==> src/rtl/wsts_pkg.sv <==
// Shared types, widths and codes for the weighted-score tick scheduler.
`timescale 1ns / 1ps
package wsts_pkg;

   // Field widths
   localparam int PID_W     = 16;
   localparam int ARR_W     = 16;
   localparam int REM_W     = 16;
   localparam int PRIO_W    = 8;
   localparam int FUNC_W    = 2;
   localparam int STATUS_W  = 2;
   localparam int NOW_W     = 23;
   localparam int WEIGHT_W  = 16;
   localparam int CSR_ADDR_W = 4;
   localparam int CSR_DATA_W = 32;

   // Score: weight (s16) times a 17- or 9-bit signed operand, three terms summed
   localparam int PROD_W    = WEIGHT_W + REM_W + 1;
   localparam int PROD_P_W  = WEIGHT_W + PRIO_W + 1;
   localparam int SCORE_W   = PROD_W + 2;

   localparam logic [NOW_W-1:0] NOW_MAX = {NOW_W{1'b1}};

   localparam int ENTRIES_DEF = 64;

   // Request function codes
   localparam logic [FUNC_W-1:0] FUNC_ADD   = 2'd0;
   localparam logic [FUNC_W-1:0] FUNC_TICK  = 2'd1;
   localparam logic [FUNC_W-1:0] FUNC_CLEAR = 2'd2;

   // CSR register indexes
   localparam logic [1:0] REG_W_REMAIN = 2'd0;
   localparam logic [1:0] REG_W_ARRIVE = 2'd1;
   localparam logic [1:0] REG_W_PRIO   = 2'd2;

   // Response status codes
   typedef enum logic [STATUS_W-1:0] {
      STAT_ADDED = 2'd0,
      STAT_FULL  = 2'd1,
      STAT_SLICE = 2'd2,
      STAT_DONE  = 2'd3
   } status_type;

   // One process table entry
   typedef struct packed {
      logic [PID_W-1:0]  pid;
      logic [ARR_W-1:0]  arrival;
      logic [REM_W-1:0]  remaining;
      logic [PRIO_W-1:0] prio;
   } entry_type;

endpackage

==> src/rtl/wsts_score_unit.sv <==
// Two-stage scoring pipeline: weighted products, then their sum, with entry sideband.
`timescale 1ns / 1ps
module wsts_score_unit #(
   parameter int ENTRIES = wsts_pkg::ENTRIES_DEF
) (
   input  logic                                   clock,
   input  logic                                   reset,
   input  logic signed [wsts_pkg::WEIGHT_W-1:0]   w_remain,
   input  logic signed [wsts_pkg::WEIGHT_W-1:0]   w_arrive,
   input  logic signed [wsts_pkg::WEIGHT_W-1:0]   w_prio,
   input  logic                                   in_vld,
   input  wsts_pkg::entry_type                    in_ent,
   input  logic [$clog2(ENTRIES)-1:0]             in_slot,
   output logic                                   out_vld,
   output wsts_pkg::entry_type                    out_ent,
   output logic [$clog2(ENTRIES)-1:0]             out_slot,
   output logic signed [wsts_pkg::SCORE_W-1:0]    out_score
);
   import wsts_pkg::*;

   localparam int IDX_W = $clog2(ENTRIES);

   logic                       a_vld_ff;
   entry_type                  a_ent_ff;
   logic [IDX_W-1:0]           a_slot_ff;
   logic signed [PROD_W-1:0]   a_pr_ff;
   logic signed [PROD_W-1:0]   a_pa_ff;
   logic signed [PROD_P_W-1:0] a_pp_ff;
   logic signed [PROD_W-1:0]   a_pr_in;
   logic signed [PROD_W-1:0]   a_pa_in;
   logic signed [PROD_P_W-1:0] a_pp_in;

   logic                       b_vld_ff;
   entry_type                  b_ent_ff;
   logic [IDX_W-1:0]           b_slot_ff;
   logic signed [SCORE_W-1:0]  b_score_ff;
   logic signed [SCORE_W-1:0]  b_score_in;

   // Stage A: three weight products, operands zero-extended to signed
   assign a_pr_in = PROD_W'(w_remain) * PROD_W'($signed({1'b0, in_ent.remaining}));
   assign a_pa_in = PROD_W'(w_arrive) * PROD_W'($signed({1'b0, in_ent.arrival}));
   assign a_pp_in = PROD_P_W'(w_prio) * PROD_P_W'($signed({1'b0, in_ent.prio}));

   // Stage B: exact sum of the products
   assign b_score_in = SCORE_W'(a_pr_ff) + SCORE_W'(a_pa_ff) + SCORE_W'(a_pp_ff);

   always_ff @(posedge clock) begin
      if (reset) begin
         a_vld_ff <= 1'b0;
         b_vld_ff <= 1'b0;
      end else begin
         a_vld_ff <= in_vld;
         b_vld_ff <= a_vld_ff;
      end
   end

   // Payload registers
   always_ff @(posedge clock) begin
      a_ent_ff   <= in_ent;
      a_slot_ff  <= in_slot;
      a_pr_ff    <= a_pr_in;
      a_pa_ff    <= a_pa_in;
      a_pp_ff    <= a_pp_in;
      b_ent_ff   <= a_ent_ff;
      b_slot_ff  <= a_slot_ff;
      b_score_ff <= b_score_in;
   end

   assign out_vld   = b_vld_ff;
   assign out_ent   = b_ent_ff;
   assign out_slot  = b_slot_ff;
   assign out_score = b_score_ff;

endmodule

==> config.mk <==
export PLATFORM = sky130hd
export DESIGN_NAME = wsts_score_unit
export DESIGN_NICKNAME = d
export VERILOG_FILES = /design/src/rtl/wsts_pkg.sv /design/src/rtl/wsts_score_unit.sv
export SDC_FILE = /design/constraint.sdc
export NUM_CORES = 2
export LEC_CHECK = 0
export BUFFER_PORTS_ARGS = -buffer_cell sky130_fd_sc_hd__buf_4
export CAP_MARGIN = 25
export CORE_ASPECT_RATIO = 1.2
export CORE_MARGIN = 2
export CORE_UTILIZATION = 60
export CTS_CLUSTER_DIAMETER = 30
export DETAILED_ROUTE_END_ITERATION = 7
export GPL_TIMING_DRIVEN = 0
export MAX_ROUTING_LAYER = met4
export PLACE_DENSITY_LB_ADDON = 0.1
export SYNTH_ARGS = -nofsm -noshare
export SYNTH_HDL_FRONTEND = slang
export SYNTH_SLANG_ARGS = --single-unit
==> constraint.sdc <==
create_clock -name clock -period 7.7 [get_ports clock]
set_clock_uncertainty 0.2 [all_clocks]
set_input_delay 0.77 -clock clock [delete_from_list [all_inputs] [get_ports clock]]
set_output_delay 0.77 -clock clock [all_outputs]
set_load 0.01 [all_outputs]
==> impl_results.md <==
- Routed via count: about 22k
- Critical path fanouts, max: 10
- Setup violators final: 0
- FMAX: 0.141 GHz
- Top post-synthesis cells by count: inv_1 (665), fa_1 (524), nand2_1 (329)
- Die width: 207 microns
- Area grow syn2layout: 13.1%
- Final Worst Setup Slack: roughly 0.60 ns
- Setup TNS: 0 ns
- First-pass DRT Iterations: 7
- Run status: complete, no violations
- Most used DFF post-synth: dfxtp_1
- Startpoint types: input pin
- Dpl hpwl: approximately 59000 microns
- Clock latency on the worst-skew pair: 0.59 ns
- Largest net degree at the start of global routing: 14
- Post-DRT Antenna Nets: 0
- Longest Clk Path Bufs: 3
- Slew Limit Fails: 0
- Max incr delay on CP: 0.77 ns
- Place WS: 0.124 ns
- Yosys Warn Count: 0
- # DRC: 0
- RSZ-0062 raised after global routing: false
- I/O pin count: 211
- Setup Crit Path Kind: input pin to flip-flop
- Post-route insts no fill: 4027
- Core Footprint: 0.0490 sq mm
- Worst-Margin Slew: between 0.8 and 0.9 ns
- Tmin final: about 7 ns
- Total CTS buffers: 44
- Min-Delay Path Class: input pin to flip-flop
- Total track usage: 30.9%
- Top post-synthesis cells by area: fa_1 (35%), dfxtp_1 (17%), ha_1 (14%)
- TritonCTS clock tree: yes
- Hold-fix buffer count after cts: 0
- Most numerous cell in the Yosys netlist: inv_1
- CTS clk-pin slew, worst paths: ~0.05 ns
- Fin. Hold Viols: 0
- Family with the most delay on the worst path: adder cells
- Vias in the first global route: between 20k and 25k
- Slew HR: 43.7%
- Mapped cell area: 0.0296 sq mm
- Worst Path Required: 8.00 ns
- Share of layout cells above drive strength 1: 8.59%
- H-Tree Depth: 2
- First-pass GRT wire length: 118000 microns
- Crit path top cell by count: fa_1
- Synth area leader: fa_1
- MaxCap Viol Count: 0
- Wire per inst: 18.0 microns
- Die Footprint: just over 0.05 sq mm
- Initial Util: approximately 60%
- Gr ovfl total: 0
- Final Util: 68.3%
- Gates resized, CTS repair: 0
- Worst path cell trace: buf_4 > clkbuf_1 > nand2_1 > fa_1 > fa_1 > fa_1 > fa_1 > inv_1 > fa_1 > inv_1 > fa_1 > inv_1 > ha_1 > a21oi_1 > o211ai_1 > a21oi_1 > o31ai_1 > a221oi_1 > o211ai_1 > a21oi_1 > xnor2_1
- EDFF count, synth: 0
- RD Place Congestion: 0.956
- #FFs+latches synth: 252
- Netlist cell types: 58
- Post-Syn Instances: 3096
- Post-synth top area share: 35.4%
- Endpoint class of the critical path: flip-flop
- Post-Place Cells: 3943
- DRT Wirelength: 72300 microns
- PortBufs: 210
- Die height: about 250 microns
- FFs w/ async S/R, synth: 0%
- # rows: 89
- Post-DR vias/cell: 5.37
- Mean Syn Cell Area: 9.56 sq um
- Clock sink total: 252
- Synthesized Nets: 4060
- Period utilisation layout: 92.2%
- Critical path arrival: roughly 7.4 ns
- Fin nets: around 4.3k
- Clock root cell: clkbuf_16
- Seq/Total Area, Yosys: ~17%
- CP max-delay cell: a221oi_1
- Initial DRC Count: about 1.2k
- CP Buf/Inv Count: 5
- Post-CTS Setup Inserts: 0
- Initial antenna violation count: 2
worst reg2reg max path, delay by kind of cell (launching register included):
kind	cells	cell delay, ns
xor+xnor	1	0.29
flops	1	0.33
compound gates	7	2.13
fa+ha+maj	2	0.85
layout make-up:
| class | instances | area [sq um] |
|---|---|---|
| Antenna cell | 4 | 10.0 |
| Buffer | 82 | 308 |
| Clock buffer | 51 | 1160 |
| Clock inverter | 29 | 344 |
| Fill cell | 3935 | 15500 |
| Inverter | 666 | 2500 |
| Multi-Input combinational cell | 2096 | 21700 |
| Sequential cell | 252 | 5040 |
| Tap cell | 637 | 797 |
| Timing Repair Buffer | 210 | 1580 |
worst paths after layout:
path | slack [ns] | from | endpoint | depth (start not counted)
min reg2reg | 0.12 | a_ent_ff[13] | out_ent[13] | 0
max reg2reg | 3.76 | a_pr_ff[7] | out_score[20] | 10
min | 0.09 | in_ent[48] | a_ent_ff[48] | 1
max | 0.60 | in_ent[17] | a_pr_ff[32] | 21
metal layers:
layer / up-vias / wire length (microns) / track usage [%]
li1: 9985 / - / -
met1: 10900 / 29900 / 38.9
met2: 622 / 35700 / 51.2
met3: 172 / 3850 / 3.95
met4: 0 / 2880 / 11.7
met5: - / 0 / -
kinds of logic after synthesis:
group / share of synthesized area, %
xor+xnor: 3.05
fa+ha+maj: 49.3
buf+inv: 9.49
simple gates: 14.3
flops: 17.0
mux: 0.0338
compound gates: 6.84
cells in the final DEF, fill, tap and decap left out, drive strengths merged, types with 24 or more instances in the layout:
cell type | Yosys | routed
nand2 | 329 | 329
clkbuf | 80 | 131
buf | 2 | 212
nor2 | 66 | 66
ha | 327 | 327
fa | 524 | 524
inv | 666 | 675
xor2 | 24 | 24
nand3 | 26 | 26
xnor2 | 79 | 79
a21o | 58 | 58
and2 | 326 | 326
o21ai | 40 | 40
dfxtp | 252 | 252
a21oi | 88 | 88
flip-flops by register name, summed over array words and instances, names as in the netlist:
signal,flops
out_ent,56
out_vld,1
a_pr_ff,33
a_pp_ff,25
out_slot,6
out_score,35
a_ent_ff,56
a_pa_ff,33
a_slot_ff,6
a_vld_ff,1
metrics by stage:
stage	area (sq um)	hold slack, ns
detailed placement	32000	0.112
floorplan	29600	0.110
global placement	32000	0.109
finish	33500	0.0882
global route	33500	0.0608
CTS	33500	0.0541
Power is left out: the tool's default activity adds up to more than one toggle a clock period on the data nets, which glitch-free logic cannot reach.
